===== src/design/msp_frame_deframer_core_defines.svh =====
// Assertion macros for the MSP frame deframer.
`ifndef MSP_FRAME_DEFRAMER_CORE_DEFINES_SVH
`define MSP_FRAME_DEFRAMER_CORE_DEFINES_SVH
`ifndef SYNTH
// Same-cycle implication, checked out of reset.
`define MSPD_ASSERT_NOW(label, clk, rst_n, ante, cons) \
  label: assert property (@(posedge clk) disable iff (!rst_n) (ante) |-> (cons)) \
    else $error("assertion failed");
// Next-cycle implication, checked out of reset.
`define MSPD_ASSERT_NEXT(label, clk, rst_n, ante, cons) \
  label: assert property (@(posedge clk) disable iff (!rst_n) (ante) |=> (cons)) \
    else $error("assertion failed");
`else
`define MSPD_ASSERT_NOW(label, clk, rst_n, ante, cons)
`define MSPD_ASSERT_NEXT(label, clk, rst_n, ante, cons)
`endif
`endif


===== src/design/mspd_pkg.sv =====
// Shared types, codes and the CRC-8 step for the MSP frame deframer.
`default_nettype none
package mspd_pkg;

  // Frame-end status codes
  localparam logic [2:0] ST_V1_OK     = 3'd0;
  localparam logic [2:0] ST_V2_OK     = 3'd1;
  localparam logic [2:0] ST_TUN_OK    = 3'd2;
  localparam logic [2:0] ST_V1_BAD    = 3'd3;
  localparam logic [2:0] ST_V2_BAD    = 3'd4;
  localparam logic [2:0] ST_TUN_BAD   = 3'd5;

  // Result kinds
  localparam logic KIND_BYTE = 1'b0;
  localparam logic KIND_END  = 1'b1;

  // Framing bytes
  localparam logic [7:0] CH_START = 8'h24;  // '$'
  localparam logic [7:0] CH_V1    = 8'h4D;  // 'M'
  localparam logic [7:0] CH_V2    = 8'h58;  // 'X'
  localparam logic [7:0] CH_LT    = 8'h3C;  // '<'
  localparam logic [7:0] CH_GT    = 8'h3E;  // '>'

  localparam logic [7:0]  TUNNEL_CMD   = 8'd255;
  localparam logic [7:0]  CRC_POLY     = 8'hD5;
  localparam logic [2:0]  TUNNEL_START = 3'd5;
  localparam logic [16:0] TUNNEL_HDR   = 17'd6;

  // One result item
  typedef struct packed {
    logic        result_kind;
    logic [7:0]  payload_byte;
    logic [15:0] payload_index;
    logic [2:0]  frame_status;
    logic [15:0] command;
    logic [7:0]  frame_flags;
    logic [2:0]  payload_start;
    logic [15:0] payload_count;
  } res_t;

  // CRC-8, poly 0xD5, MSB first, one byte
  function automatic logic [7:0] crc8_d5(input logic [7:0] crc, input logic [7:0] din);
    logic [7:0] v;
    v = crc ^ din;
    for (int k = 0; k < 8; k++) begin
      v = v[7] ? ({v[6:0], 1'b0} ^ CRC_POLY) : {v[6:0], 1'b0};
    end
    return v;
  endfunction

endpackage
`default_nettype wire


===== src/design/msp_frame_deframer_core.sv =====
// MSP frame deframer top level: input register, parser, result handshake.
// Byte path: input register, then parser into the result register (out_valid).
// One byte per cycle when not stalled; the CRC-8 byte update is combinational.
// The input register only holds when the result register is full and stalled.
// Reset (rst_n low, synchronous): parser returns to idle, both valid bits clear.
`default_nettype none
`include "msp_frame_deframer_core_defines.svh"
module msp_frame_deframer_core
  import mspd_pkg::*;
(
  input  wire logic        clk,
  input  wire logic        rst_n,
  input  wire logic        in_valid,
  output logic             in_stall,
  input  wire logic [7:0]  in_rx_byte,
  output logic             out_valid,
  input  wire logic        out_stall,
  output logic             out_result_kind,
  output logic [7:0]       out_payload_byte,
  output logic [15:0]      out_payload_index,
  output logic [2:0]       out_frame_status,
  output logic [15:0]      out_command,
  output logic [7:0]       out_frame_flags,
  output logic [2:0]       out_payload_start,
  output logic [15:0]      out_payload_count
);

  logic       in_vld_r;
  logic [7:0] in_byte_r;
  logic       res_free;
  logic       step;
  logic       res_vld;
  res_t       res;

  // Result register may load when empty or being taken
  assign res_free = !res_vld || !out_stall;
  assign step     = in_vld_r && res_free;
  assign in_stall = in_vld_r && !res_free;

  // Input register
  always_ff @(posedge clk) begin
    if (!rst_n) begin
      in_vld_r <= 1'b0;
    end else if (!in_stall) begin
      in_vld_r <= in_valid;
    end
  end

  always_ff @(posedge clk) begin
    if (in_valid && !in_stall) begin
      in_byte_r <= in_rx_byte;
    end
  end

  mspd_parser u_parser (
    .clk      (clk),
    .rst_n    (rst_n),
    .step     (step),
    .rx_byte  (in_byte_r),
    .res_free (res_free),
    .res_vld_r(res_vld),
    .res_r    (res)
  );

  assign out_valid         = res_vld;
  assign out_result_kind   = res.result_kind;
  assign out_payload_byte  = res.payload_byte;
  assign out_payload_index = res.payload_index;
  assign out_frame_status  = res.frame_status;
  assign out_command       = res.command;
  assign out_frame_flags   = res.frame_flags;
  assign out_payload_start = res.payload_start;
  assign out_payload_count = res.payload_count;

  // Checks
  `MSPD_ASSERT_NOW(a_stall_only_when_full, clk, rst_n, in_stall, out_valid && out_stall)
  `MSPD_ASSERT_NOW(a_status_range, clk, rst_n, out_valid && out_result_kind == KIND_END, out_frame_status <= ST_TUN_BAD)
  `MSPD_ASSERT_NOW(a_byte_item_clean, clk, rst_n, out_valid && out_result_kind == KIND_BYTE, out_frame_status == ST_V1_OK && out_command == 16'd0 && out_payload_count == 16'd0)
  `MSPD_ASSERT_NOW(a_tunnel_start, clk, rst_n, out_valid && out_payload_start != 3'd0, out_payload_start == TUNNEL_START && (out_frame_status == ST_TUN_OK || out_frame_status == ST_TUN_BAD))

endmodule
`default_nettype wire


===== src/design/mspd_parser.sv =====
// Byte-wise MSP v1/v2 parser with registered result stage.
`default_nettype none
module mspd_parser
  import mspd_pkg::*;
(
  input  wire logic       clk,
  input  wire logic       rst_n,
  input  wire logic       step,      // a byte is consumed this cycle
  input  wire logic [7:0] rx_byte,
  input  wire logic       res_free,  // result register may load
  output logic            res_vld_r,
  output res_t            res_r
);

  typedef enum logic [3:0] {
    PH_IDLE, PH_HDR, PH_DIR1, PH_SIZE, PH_CMD, PH_PAY1, PH_CHK1,
    PH_DIR2, PH_FLAGS, PH_IDL, PH_IDH, PH_LENL, PH_LENH, PH_PAY2, PH_CRC2
  } phase_t;

  phase_t      phase_r, phase_nxt;
  logic [15:0] len_r, len_nxt;
  logic [15:0] cnt_r, cnt_nxt;
  logic [7:0]  xor_r, xor_nxt;
  logic [7:0]  crc_r, crc_nxt;
  logic [7:0]  crc_prev_r, crc_prev_nxt;
  logic [7:0]  last_r, last_nxt;
  logic [15:0] cmd_r, cmd_nxt;
  logic [7:0]  flags_r, flags_nxt;
  logic [15:0] tun_len_r, tun_len_nxt;
  logic [15:0] tun_id_r, tun_id_nxt;

  logic        has_res;
  res_t        res_nxt;
  logic [7:0]  crc_step;
  logic [15:0] cnt_inc;
  logic        tunnel_hit;

  assign crc_step = crc8_d5(crc_r, rx_byte);
  assign cnt_inc  = cnt_r + 16'd1;
  assign tunnel_hit = (cmd_r == {8'd0, TUNNEL_CMD}) && (cnt_r >= 16'd6) &&
                      ({1'b0, cnt_r} == ({1'b0, tun_len_r} + TUNNEL_HDR));

  // Next-state and result decode for one byte.
  // Fields not cleared on return to idle are always reloaded before use.
  always_comb begin
    phase_nxt     = phase_r;
    len_nxt       = len_r;
    cnt_nxt       = cnt_r;
    xor_nxt       = xor_r;
    crc_nxt       = crc_r;
    crc_prev_nxt  = crc_prev_r;
    last_nxt      = last_r;
    cmd_nxt       = cmd_r;
    flags_nxt     = flags_r;
    tun_len_nxt   = tun_len_r;
    tun_id_nxt    = tun_id_r;
    has_res       = 1'b0;
    res_nxt       = '0;

    unique case (phase_r)
      PH_IDLE: begin
        phase_nxt = (rx_byte == CH_START) ? PH_HDR : PH_IDLE;
      end
      PH_HDR: begin
        if (rx_byte == CH_V1) begin
          phase_nxt = PH_DIR1;
        end else if (rx_byte == CH_V2) begin
          phase_nxt = PH_DIR2;
        end else begin
          phase_nxt = PH_IDLE;
        end
      end
      PH_DIR1: begin
        phase_nxt = (rx_byte == CH_LT || rx_byte == CH_GT) ? PH_SIZE : PH_IDLE;
      end
      PH_SIZE: begin
        len_nxt   = {8'd0, rx_byte};
        xor_nxt   = rx_byte;
        cnt_nxt   = '0;
        crc_nxt   = '0;
        phase_nxt = PH_CMD;
      end
      PH_CMD: begin
        cmd_nxt   = {8'd0, rx_byte};
        xor_nxt   = xor_r ^ rx_byte;
        phase_nxt = (len_r == 16'd0) ? PH_CHK1 : PH_PAY1;
      end
      PH_PAY1: begin
        has_res               = 1'b1;
        res_nxt.result_kind   = KIND_BYTE;
        res_nxt.payload_byte  = rx_byte;
        res_nxt.payload_index = cnt_r;
        xor_nxt      = xor_r ^ rx_byte;
        crc_prev_nxt = crc_r;
        crc_nxt      = crc_step;
        last_nxt     = rx_byte;
        // Tunnel header capture from the first five payload bytes
        case (cnt_r)
          16'd0:   flags_nxt = rx_byte;
          16'd1:   tun_id_nxt[7:0] = rx_byte;
          16'd2:   tun_id_nxt[15:8] = rx_byte;
          16'd3:   tun_len_nxt[7:0] = rx_byte;
          16'd4:   tun_len_nxt[15:8] = rx_byte;
          default: ;
        endcase
        cnt_nxt = cnt_inc;
        if (cnt_inc >= len_r) begin
          phase_nxt = PH_CHK1;
        end
      end
      PH_CHK1: begin
        has_res             = 1'b1;
        res_nxt.result_kind = KIND_END;
        if (xor_r != rx_byte) begin
          res_nxt.frame_status  = ST_V1_BAD;
          res_nxt.command       = cmd_r;
          res_nxt.payload_count = len_r;
        end else if (tunnel_hit) begin
          res_nxt.frame_status  = (crc_prev_r == last_r) ? ST_TUN_OK : ST_TUN_BAD;
          res_nxt.command       = tun_id_r;
          res_nxt.frame_flags   = flags_r;
          res_nxt.payload_start = TUNNEL_START;
          res_nxt.payload_count = tun_len_r;
        end else begin
          res_nxt.frame_status  = ST_V1_OK;
          res_nxt.command       = cmd_r;
          res_nxt.payload_count = len_r;
        end
        phase_nxt = PH_IDLE;
      end
      PH_DIR2: begin
        if (rx_byte == CH_LT || rx_byte == CH_GT) begin
          phase_nxt = PH_FLAGS;
          crc_nxt   = '0;
        end else begin
          phase_nxt = PH_IDLE;
        end
      end
      PH_FLAGS: begin
        flags_nxt = rx_byte;
        crc_nxt   = crc_step;
        phase_nxt = PH_IDL;
      end
      PH_IDL: begin
        cmd_nxt   = {8'd0, rx_byte};
        crc_nxt   = crc_step;
        phase_nxt = PH_IDH;
      end
      PH_IDH: begin
        cmd_nxt   = {rx_byte, cmd_r[7:0]};
        crc_nxt   = crc_step;
        phase_nxt = PH_LENL;
      end
      PH_LENL: begin
        len_nxt   = {8'd0, rx_byte};
        crc_nxt   = crc_step;
        phase_nxt = PH_LENH;
      end
      PH_LENH: begin
        len_nxt   = {rx_byte, len_r[7:0]};
        crc_nxt   = crc_step;
        cnt_nxt   = '0;
        phase_nxt = ({rx_byte, len_r[7:0]} == 16'd0) ? PH_CRC2 : PH_PAY2;
      end
      PH_PAY2: begin
        has_res               = 1'b1;
        res_nxt.result_kind   = KIND_BYTE;
        res_nxt.payload_byte  = rx_byte;
        res_nxt.payload_index = cnt_r;
        crc_nxt = crc_step;
        cnt_nxt = cnt_inc;
        if (cnt_inc >= len_r) begin
          phase_nxt = PH_CRC2;
        end
      end
      PH_CRC2: begin
        has_res               = 1'b1;
        res_nxt.result_kind   = KIND_END;
        res_nxt.frame_status  = (crc_r == rx_byte) ? ST_V2_OK : ST_V2_BAD;
        res_nxt.command       = cmd_r;
        res_nxt.frame_flags   = flags_r;
        res_nxt.payload_count = len_r;
        phase_nxt = PH_IDLE;
      end
      default: begin
        phase_nxt = PH_IDLE;
      end
    endcase
  end

  // Parser state and result register
  always_ff @(posedge clk) begin
    if (!rst_n) begin
      phase_r     <= PH_IDLE;
      len_r       <= '0;
      cnt_r       <= '0;
      xor_r       <= '0;
      crc_r       <= '0;
      crc_prev_r  <= '0;
      last_r      <= '0;
      cmd_r       <= '0;
      flags_r     <= '0;
      tun_len_r   <= '0;
      tun_id_r    <= '0;
      res_vld_r   <= 1'b0;
    end else begin
      if (step) begin
        phase_r     <= phase_nxt;
        len_r       <= len_nxt;
        cnt_r       <= cnt_nxt;
        xor_r       <= xor_nxt;
        crc_r       <= crc_nxt;
        crc_prev_r  <= crc_prev_nxt;
        last_r      <= last_nxt;
        cmd_r       <= cmd_nxt;
        flags_r     <= flags_nxt;
        tun_len_r   <= tun_len_nxt;
        tun_id_r    <= tun_id_nxt;
      end
      if (res_free) begin
        res_vld_r <= step && has_res;
      end
    end
  end

  // Result payload, no reset needed
  always_ff @(posedge clk) begin
    if (res_free && step && has_res) begin
      res_r <= res_nxt;
    end
  end

endmodule
`default_nettype wire

===== config.mk =====
export PLATFORM = sky130hd
export DESIGN_NAME = msp_frame_deframer_core
export DESIGN_NICKNAME = d
export VERILOG_FILES = /design/src/design/mspd_pkg.sv /design/src/design/msp_frame_deframer_core.sv /design/src/design/mspd_parser.sv
export VERILOG_INCLUDE_DIRS = /design/src /design/src/design
export SDC_FILE = /design/constraint.sdc
export NUM_CORES = 1
export LEC_CHECK = 0
export BUFFER_PORTS_ARGS = -buffer_cell sky130_fd_sc_hd__buf_4
export CELL_PAD_IN_SITES_DETAIL_PLACEMENT = 2
export CELL_PAD_IN_SITES_GLOBAL_PLACEMENT = 2
export CORE_ASPECT_RATIO = 0.75
export CORE_MARGIN = 2
export CORE_UTILIZATION = 38
export DETAILED_ROUTE_END_ITERATION = 10
export HOLD_SLACK_MARGIN = 0.08
export PLACE_DENSITY_LB_ADDON = 0.1
export SYNTH_ARGS = -nofsm -noshare
export SYNTH_HDL_FRONTEND = slang
export SYNTH_SLANG_ARGS = --single-unit

===== constraint.sdc =====
create_clock -name clk -period 5.3 [get_ports clk]
set_input_delay 0.53 -clock clk [delete_from_list [all_inputs] [get_ports clk]]
set_output_delay 0.53 -clock clk [all_outputs]
set_load 0.1 [all_outputs]

* Word-level counts from Yosys, hierarchy flattened
Index checks and enable logic that the tools add are counted.
** Storage, ports and cells
- Bits in registers :: 205
- Bits in latches :: 0
- RAM bits :: 0
- ROM bits :: 0
- Output and inout port bits :: 73
- Logic and storage cells :: 160
- Memories kept :: 0
** Operators by class
- $add $sub $neg :: 2
- Multipliers :: 0
- Divide/modulo/power cells :: 0
- Order comparisons :: 2
- Equal/unequal tests :: 32
- Shift-type cells :: 0
- Muxes and demuxes :: 38
- Bitwise operators :: 13
- Reductions and logical operators :: 47
** Operator list (number)
- $pmux W16 S2 :: 4
- $mux W8 :: 10
- $pmux W27 S2 :: 1
- $pmux W4 S13 :: 1
- $logic_not A16 Y1 :: 3
- $not A5 Y5 :: 8
- $mux W19 :: 2
- $eq A16 B2 Y1 const B :: 2
- $mux W16 :: 2
- $pmux W8 S2 :: 2
- $eq A4 B4 Y1 const B :: 7
- $reduce_and A3 Y1 :: 9
- $eq A8 B6 Y1 const B :: 3
- $pmux W8 S3 :: 1
- $mux W11 :: 2
- $add A16 B3 Y17 const B :: 1
- $eq A16 B17 Y1 :: 1
- $add A16 B1 Y16 const B :: 1
- $eq A16 B1 Y1 const B :: 1
- $eq A16 B3 Y1 const B :: 1
- $eq A16 B8 Y1 const B :: 1
- $eq A4 B3 Y1 const B :: 4
- $eq A8 B7 Y1 const B :: 2
- $eq A8 B8 Y1 :: 2
- 23 further kinds :: 63

* Depth between registers and ports, before layout
Gate-level depths: netlist of the first run.
- Depth after elaboration :: 18
- Depth in mapped cells :: 12
- Gate-level depth less buffers :: 12

* Hierarchy
A second synthesis of the first run with hierarchy kept.
** Unflattened totals
- Cell total of the unflattened synthesis :: 1131
- Area, all modules :: 10470.0 um2
** By module, submodules not included
- mspd_parser :: instances 1, cells each 1117, area each 10174.8 um2
- msp_frame_deframer_core :: instances 1, cells each 14, area each 295.3 um2

* Worst setup path after synthesis of the first run
Ideal clock, no wire load.
- Path kind :: reg-to-reg
- Start point :: reg u_parser.res_vld_r
- End point :: reg u_parser.res_r[0] (netlist name) (enable)
- Setup time :: 0.518 ns
- Arrival time :: 4.552 ns
- Required time :: 4.782 ns
- Slack :: 0.230 ns
- Stages on the path, launching flop included :: 5
- Buffers on the path :: 1
- Path through :: dfxtp_1 nand2_1 nand2_1 buf_1 a21oi_1
** On the way
- Longest elaborated chain between the ends :: 5
** Ends and longest elaborated chain
- start, declared :: RTL line mspd_parser.sv:11 : output logic res_vld_r,
- start signal, assigned :: RTL line mspd_parser.sv:221 : res_vld_r <= step && has_res;
- $logic_not A1 Y1 * :: RTL line msp_frame_deframer_core.sv:36 : assign res_free = !res_vld || !out_stall;
- $logic_or A1 B1 Y1 * :: RTL line msp_frame_deframer_core.sv:36
- $logic_and A1 B1 Y1 :: RTL line msp_frame_deframer_core.sv:37 : assign step = in_vld_r && res_free;
- $logic_and A1 B1 Y1 * (2 in series) :: RTL line mspd_parser.sv:228 : if (res_free && step && has_res) begin
- end signal, assigned :: RTL line mspd_parser.sv:229 : res_r <= res_nxt;
- end, declared :: RTL line mspd_parser.sv:12 : output res_t res_r
Mark *: on every way between the ends. The rest lies on a longest branch, timed or not.
A chain may end at the register's enable or synchronous reset.

==> flow_summary.json, run 1 <==
{
  "status": "finished, final reports clean",
  "final-setup-viol-count": 0,
  "die_area_um2": 28780,
  "pwr-share-seq_pct": 49.7,
  "ys_async_sr_fraction_pct": 0,
  "fin_area_um2": 11910,
  "initial_core_util_pct": 38.60,
  "r2r_slack_ns": 1.39,
  "skew_ns": 0.01895,
  "cts_resized": 0,
  "yosysUniqueCellTypes": 66,
  "clkSlewWorstSetupHoldPaths_ns": 0.06,
  "p_switching_w": 0.0007647,
  "rsz0062_at_grt": "false",
  "fill_cells": 2922,
  "grt_max_degree": 89,
  "grt_overflow_total": 0,
  "drive_above_1_share_pct": 12.90,
  "drt_iter0_markers": 537,
  "worstPathArrival_ns": 4.17,
  "area_growth_pct": 14.31,
  "fin_nets": 1150,
  "synth_seq_area_share_pct": 46.39,
  "path_cells": "nand4_1 > or4_1 > o21ai_0 > a311o_1 > nand3_2 > o21ai_1 > a21oi_1",
  "r2r-end": "u_parser.res_r[29]",
  "intPower_w": 0.002514,
  "dp_slack_ns": 1.479,
  "drc": 0,
  "hold_viol": 0,
  "cts_hold_buf": 0,
  "combPwrFrac_pct": 3.4,
  "crit_family": "simple AND/OR/NAND/NOR gates",
  "netlist_instances": 1084,
  "rr_startpoint": "u_parser.tun_len_r[4]",
  "setup_slack_ns": 1.388,
  "row_count": 52,
  "synth_edf_count": 77,
  "drv_cap": 0,
  "powerDensity_nw_per_um2": 275.2,
  "path_class": "flip-flop to flip-flop",
  "antenna_cells": 0,
  "critPathMaxFanout": 25,
  "drtPass1Iterations": 7,
  "cts_max_level": 1,
  "io_buffers": 83,
  "drt-vias-per-instance": 5.724,
  "dp_hpwl_um": 24560,
  "drtAntennaViolNets": 0,
  "hp-class": "input port to flip-flop",
  "r2r_cells": 7,
  "synthesis.area_um2": 10420,
  "cp-end-kind": "flip-flop",
  "cts_buffers": 22,
  "p_leak_nw": 4.087,
  "grt_pass1_vias": 8889,
  "slew_viol_final": 0,
  "ir_worst_vdd_uv": 209.0,
  "ys_ff_latch": 203,
  "grt_pass1_wl_um": 56200,
  "cts.sinks": 203,
  "cts_tree": "yes",
  "place.gp.congestion": 0.8209,
  "syn_area_per_cell_um2": 9.614,
  "top_usage_layer": "met2",
  "grt.met2_usage_pct": 38.63,
  "io_pins": 85,
  "relSlewSlack_pct": 19.06,
  "wl_um": 36070,
  "crit_required_ns": 5.55,
  "grtUsageMet3_pct": 4.403,
  "postPlaceCellArea_um2": 11210,
  "post_cts_buffers": 0,
  "clk_latency_ns": 0.53,
  "crit_path_start": "u_parser.tun_len_r[4]",
  "fin_setup_tns_ns": 0,
  "cp_slowest_cell": "a311o_1",
  "die_w_um": 195.2,
  "crit_path_end": "u_parser.res_r[29]",
  "cpPeakStageDelay_ns": 0.72,
  "clkPwrFrac_pct": 46.9,
  "grt_antenna_before_repair": 1,
  "grt.total_usage_pct": 25.25,
  "wl_per_cell_um": 24.32,
  "max_freq_ghz": 0.2556,
  "yosysWarningCount": 0,
  "worstHoldStart": "in_rx_byte[2]",
  "met1_usage_pct": 37.58,
  "ys_dominant_reg_cell": "dfxtp_1",
  "switching_share_pct": 23.33,
  "core_area_um2": 27000,
  "critPathLaunchType": "flip-flop",
  "crit_buf_inv": 0,
  "tightest_slew_ns": 1.205,
  "cp.depth": 7,
  "fp.dieH_um": 147.4,
  "fin_crit_sh_pct": 73.81,
  "synth_nets": 1118,
  "clockRootBuffer": "clkbuf_16",
  "clock_path_buffers": 3,
  "period_needed_ns": 3.912,
  "dr_total_vias": 8489
}
layer usage:
metal / vias up / wire length (um)
met5: - / 0
met4: 0 / 523
met3: 33 / 1872
met2: 192 / 15440
met1: 4348 / 18240
li1: 3916 / -
cell usage after synthesis, drive strengths merged (3+ instances only):
master,count,share of area [%]
buf,33,1.9
inv,26,0.94
a31oi,7,0.48
or4,4,0.29
xnor2,37,3.1
nand3b,5,0.36
nand3,30,1.5
o211ai,11,0.79
ha,22,2.6
dfxtp,126,24
clkbuf,59,2.1
nand2b,4,0.24
xor2,34,2.9
a21o,6,0.43
a2111oi,4,0.34
o21ai,56,2.7
a41oi,9,0.76
nor2,49,1.8
o21a,5,0.36
or3,4,0.24
a22oi,16,1.2
a21oi,40,1.9
a21boi,35,2.5
nor4,13,0.92
nand4,35,2.1
a211oi,3,0.22
nand2,94,3.4
and2,13,0.78
and3,23,1.4
mux2i,59,5.7
nor3b,6,0.43
a211o,3,0.25
o2111ai,4,0.34
and4,8,0.67
nor3,15,0.88
nor2b,84,5.0
edfxtp,77,22
worst register-to-register path: stages, from the launching register on:
cell,delay [ns]
dfxtp_1,0.51
nand4_1,0.40
or4_1,0.64
o21ai_0,0.18
a311o_1,0.72
nand3_2,0.71
o21ai_1,0.36
a21oi_1,0.11
metrics by stage:
step                      total power [W]  hold WS, ns  std cells  utilization, %
after global placement           0.001771       0.4758       1443           41.52
final                            0.003278       0.1914       1483           44.12
after CTS                        0.003310       0.1744       1483           44.12
after global routing             0.003376       0.1802       1483           44.12
after floorplan                  0.001733       0.4477       1084               -
after detailed placement         0.001775       0.4880       1443           41.52
final cells by class:
cell class | count | area [um2] | area share, %
Clock buffer | 28 | 603.1 | 5.062
Clock inverter | 12 | 100.1 | 0.8402
Inverter | 27 | 101.3 | 0.8507
Multi-Input combinational cell | 762 | 5084 | 42.67
Sequential cell | 203 | 4835 | 40.58
Tap cell | 351 | 439.2 | 3.687
Timing Repair Buffer | 100 | 750.7 | 6.302
kinds of logic after synthesis:
| group | count (synthesis) | share of synthesized area [%] |
|---|---|---|
| xor+xnor | 72 | 6.183 |
| flops | 203 | 46.39 |
| other cells | 1 | 0.03598 |
| simple gates | 395 | 20.67 |
| buf+inv | 119 | 4.958 |
| mux | 59 | 5.667 |
| compound gates | 213 | 13.45 |
| fa+ha+maj | 22 | 2.641 |
power groups by stage:
stage          Sequential, W  Clock [W]  Combinational, W
2_1_floorplan        0.00165          0         0.0000851
5_1_grt              0.00163    0.00163          0.000119
3_3_place_gp         0.00166          0          0.000106
6_report             0.00163    0.00154          0.000110
4_1_cts              0.00163    0.00157          0.000111
3_5_place_dp         0.00166          0          0.000110
cell usage in the layout, fill, tap and decap left out, drive strengths merged, types with 5 or more instances in the layout:
| cell | synthesis | final |
|---|---|---|
| dfxtp | 126 | 126 |
| buf | 33 | 100 |
| nand2 | 94 | 94 |
| nor2b | 84 | 84 |
| edfxtp | 77 | 77 |
| mux2i | 59 | 59 |
| o21ai | 56 | 56 |
| nor2 | 49 | 49 |
| a21oi | 40 | 40 |
| xnor2 | 37 | 37 |
| nand4 | 35 | 35 |
| a21boi | 35 | 35 |
| xor2 | 34 | 34 |
| nand3 | 30 | 30 |
| clkbuf | 59 | 28 |
| inv | 26 | 26 |
| and3 | 23 | 23 |
| ha | 22 | 22 |
| a22oi | 16 | 16 |
| nor3 | 15 | 15 |
| and2 | 13 | 13 |
| nor4 | 13 | 13 |
| o211ai | 11 | 11 |
| clkinv | 1 | 10 |
| a41oi | 9 | 9 |
| and4 | 8 | 8 |
| a31oi | 7 | 7 |
| nor3b | 6 | 6 |
| a21o | 6 | 6 |
| nand3b | 5 | 5 |
| o21a | 5 | 5 |
registers in the layout, indices dropped and copies added (netlist names):
register and cells:
u_parser.res_vld_r 1, in_vld_r 1, u_parser.crc_r 8, u_parser.phase_r 4, u_parser.tun_len_r 16, u_parser.cmd_r 16
u_parser.len_r 16, u_parser.tun_id_r 16, u_parser.cnt_r 16, in_byte_r 8, u_parser.crc_prev_r 8, u_parser.res_r 69
u_parser.xor_r 8, u_parser.flags_r 8, u_parser.last_r 8
how the worst min path moves through the flow:
stage	end	cells after the start
after global placement	u_parser.cmd_r[0]	2
after floorplan	u_parser.cmd_r[0]	2
after global routing	in_byte_r[6]	1
after CTS	in_byte_r[2]	1
after detailed placement	u_parser.cmd_r[0]	2
final	in_byte_r[2]	1
No activity file was read; power rests on OpenSTA's default activity.
==> run 2: changes to the inputs <==
==> constraint.sdc (replaced) <==
create_clock -name clk -period 4.1 [get_ports clk]
set_input_delay 0.41 -clock clk [delete_from_list [all_inputs] [get_ports clk]]
set_output_delay 0.41 -clock clk [all_outputs]
set_load 0.1 [all_outputs]
==> run 2 against run 1 <==
  * Die area unchanged
  * Worst setup slack worse by 0.93 ns
  * Maximum frequency up 7.3%
  * Final cell count up 1.6%
  * First-iteration DRC count up 4.1%
  * Utilization up 0.59 points
  * Critical path depth up 3
  * Sequential power up 28%
  * Clock skew down 0.0066 ns
  * Non-clock buffer count up 21
  * Total power up 28%
  * Critical path type unchanged
==> flow_summary.json, run 2 (synthesized netlist as in run 1, its figures left out) <==
{
  "initial_core_util_pct": 38.60,
  "grt.total_usage_pct": 25.01,
  "relSlewSlack_pct": 29.21,
  "cts_tree": "yes",
  "clkSlewWorstSetupHoldPaths_ns": 0.06,
  "final_common_cell": "dfxtp_1",
  "clockRootBuffer": "clkbuf_16",
  "clock_path_buffers": 3,
  "largest_reg_flops": 69,
  "wl_um": 36080,
  "row_count": 52,
  "area_growth_pct": 15.85,
  "drtAntennaViolNets": 0,
  "core_area_um2": 27000,
  "hold_viol": 0,
  "powerDensity_nw_per_um2": 347.5,
  "fin_crit_sh_pct": 88.91,
  "grt_max_degree": 87,
  "max_freq_ghz": 0.2743,
  "place.gp.congestion": 0.8426,
  "grt_antenna_before_repair": 0,
  "grt_pass1_vias": 9149,
  "p_leak_nw": 4.221,
  "cts_hold_buf": 8,
  "cts_buffers": 23,
  "die_w_um": 195.2,
  "cts_max_level": 1,
  "holdWs_ns": 0.1242,
  "cp-end-kind": "flip-flop",
  "drive_above_1_share_pct": 13.42,
  "dr_total_vias": 8644,
  "final_cell_mix": "126 x dfxtp_1, 113 x buf_4, 94 x nand2_1",
  "postPlaceCellArea_um2": 11310,
  "fill_cells": 2848,
  "tightest_slew_ns": 1.054,
  "rsz0062_at_grt": "false",
  "post_cts_buffers": 0,
  "crit_required_ns": 4.54,
  "drtPass1Iterations": 5,
  "hp-class": "input port to flip-flop",
  "fp.dieH_um": 147.4,
  "regMostFlops": "u_parser.res_r",
  "ir_worst_vdd_uv": 247.7,
  "cts.sinks": 203,
  "die_area_um2": 28780,
  "skew_ns": 0.01237,
  "critPathLaunchType": "flip-flop",
  "wl_per_cell_um": 23.96,
  "final-setup-viol-count": 0,
  "cts_resized": 0,
  "fin_nets": 1172,
  "period_needed_ns": 3.646,
  "slew_viol_final": 0,
  "dp_hpwl_um": 24240,
  "path_cells": "and4_1 > nand4_1 > nor3_1 > and3_1 > xor2_1 > ha_1 > nand3_1 > or4_1 > a31oi_1 > mux2i_1",
  "drt-vias-per-instance": 5.740,
  "worstPathArrival_ns": 4.09,
  "grt_pass1_wl_um": 55900,
  "status": "finished, final reports clean",
  "io_pins": 85,
  "io_buffers": 83,
  "drv_cap": 0,
  "cp_slowest_cell": "dfxtp_1",
  "grt_overflow_total": 0,
  "total_power_w": 0.004196,
  "antenna_cells": 0,
  "fin_area_um2": 12070,
  "clk_latency_ns": 0.53,
  "cpPeakStageDelay_ns": 0.58,
  "path_class": "flip-flop to flip-flop",
  "drt_iter0_markers": 559,
  "critPathMaxFanout": 11,
  "fin_setup_tns_ns": 0,
  "drc": 0
}
## run 2: changes by cell type in the layout (fill, tap and decap cells not counted)
| cell | change |
|---|---|
| inv_6 | +1 |
| clkbuf_8 | -1 |
| bufinv_16 | -1 |
| clkbuf_16 | +1 |
| clkinv_4 | +1 |
| dlygate4sd3_1 | +8 |
| clkbuf_1 | +5 |
| clkinv_2 | -3 |
| clkinvlp_4 | -1 |
| buf_4 | +13 |
| clkinv_1 | +1 |
| clkinv_8 | -1 |
## run 2: final cells by class
class	count	area [um2]	share of cell area (%)
multi-input combinational	762	5084	42.11
sequential	203	4835	40.05
timing repair buffer	121	928.4	7.690
clock buffer	33	633.1	5.244
tap	351	439.2	3.638
inverter	27	101.3	0.8395
clock inverter	9	52.55	0.4353
## run 2: per-layer routing
layer	track usage, %	wire, um	share of wire, %	up-vias
li1	-	-	-	3972
met1	36.46	18050	50	4459
met2	39.88	16080	45	173
met3	3.628	1405	3.9	40
met4	4.504	542	1.5	0
met5	0	0	0	-
## run 2: metrics by stage
| stage | util (%) | setup slack (ns) | std cells |
|---|---|---|---|
| global route | 44.71 | 0.1818 | 1506 |
| global placement | 41.88 | 0.7085 | 1456 |
| detailed placement | 41.88 | 0.4885 | 1456 |
| floorplan | - | 0.5479 | 1084 |
| finish | 44.71 | 0.4545 | 1506 |
| CTS | 44.71 | 0.4810 | 1506 |
## run 2: power by group
group / internal (W) / total, W / switching [W]
clock: 0.00108 / 0.00194 / 0.000859
combinational: 0.0000648 / 0.000168 / 0.000104
sequential: 0.00208 / 0.00209 / 0.00000725
## run 2: critical path: cells and delay by family (launching register included)
kind                       cells  cell delay, ns
AOI/OAI and AO/OA              1            0.28
xor gates and xnor gates       1            0.09
adders and majority gates      1            0.32
DFF                            1            0.58
muxes                          1            0.23
and+or+nand+nor                6            2.07
## run 2: worst paths after layout
kind                      from  slack [ns]             endpoint  depth (start not counted)
max          u_parser.cnt_r[4]        0.45  u_parser.phase_r[0]                         10
min                   in_valid        0.12             in_vld_r                          2
max reg2reg  u_parser.cnt_r[4]        0.45  u_parser.phase_r[0]                         10
min reg2reg  u_parser.crc_r[4]        0.49    u_parser.crc_r[4]                          2
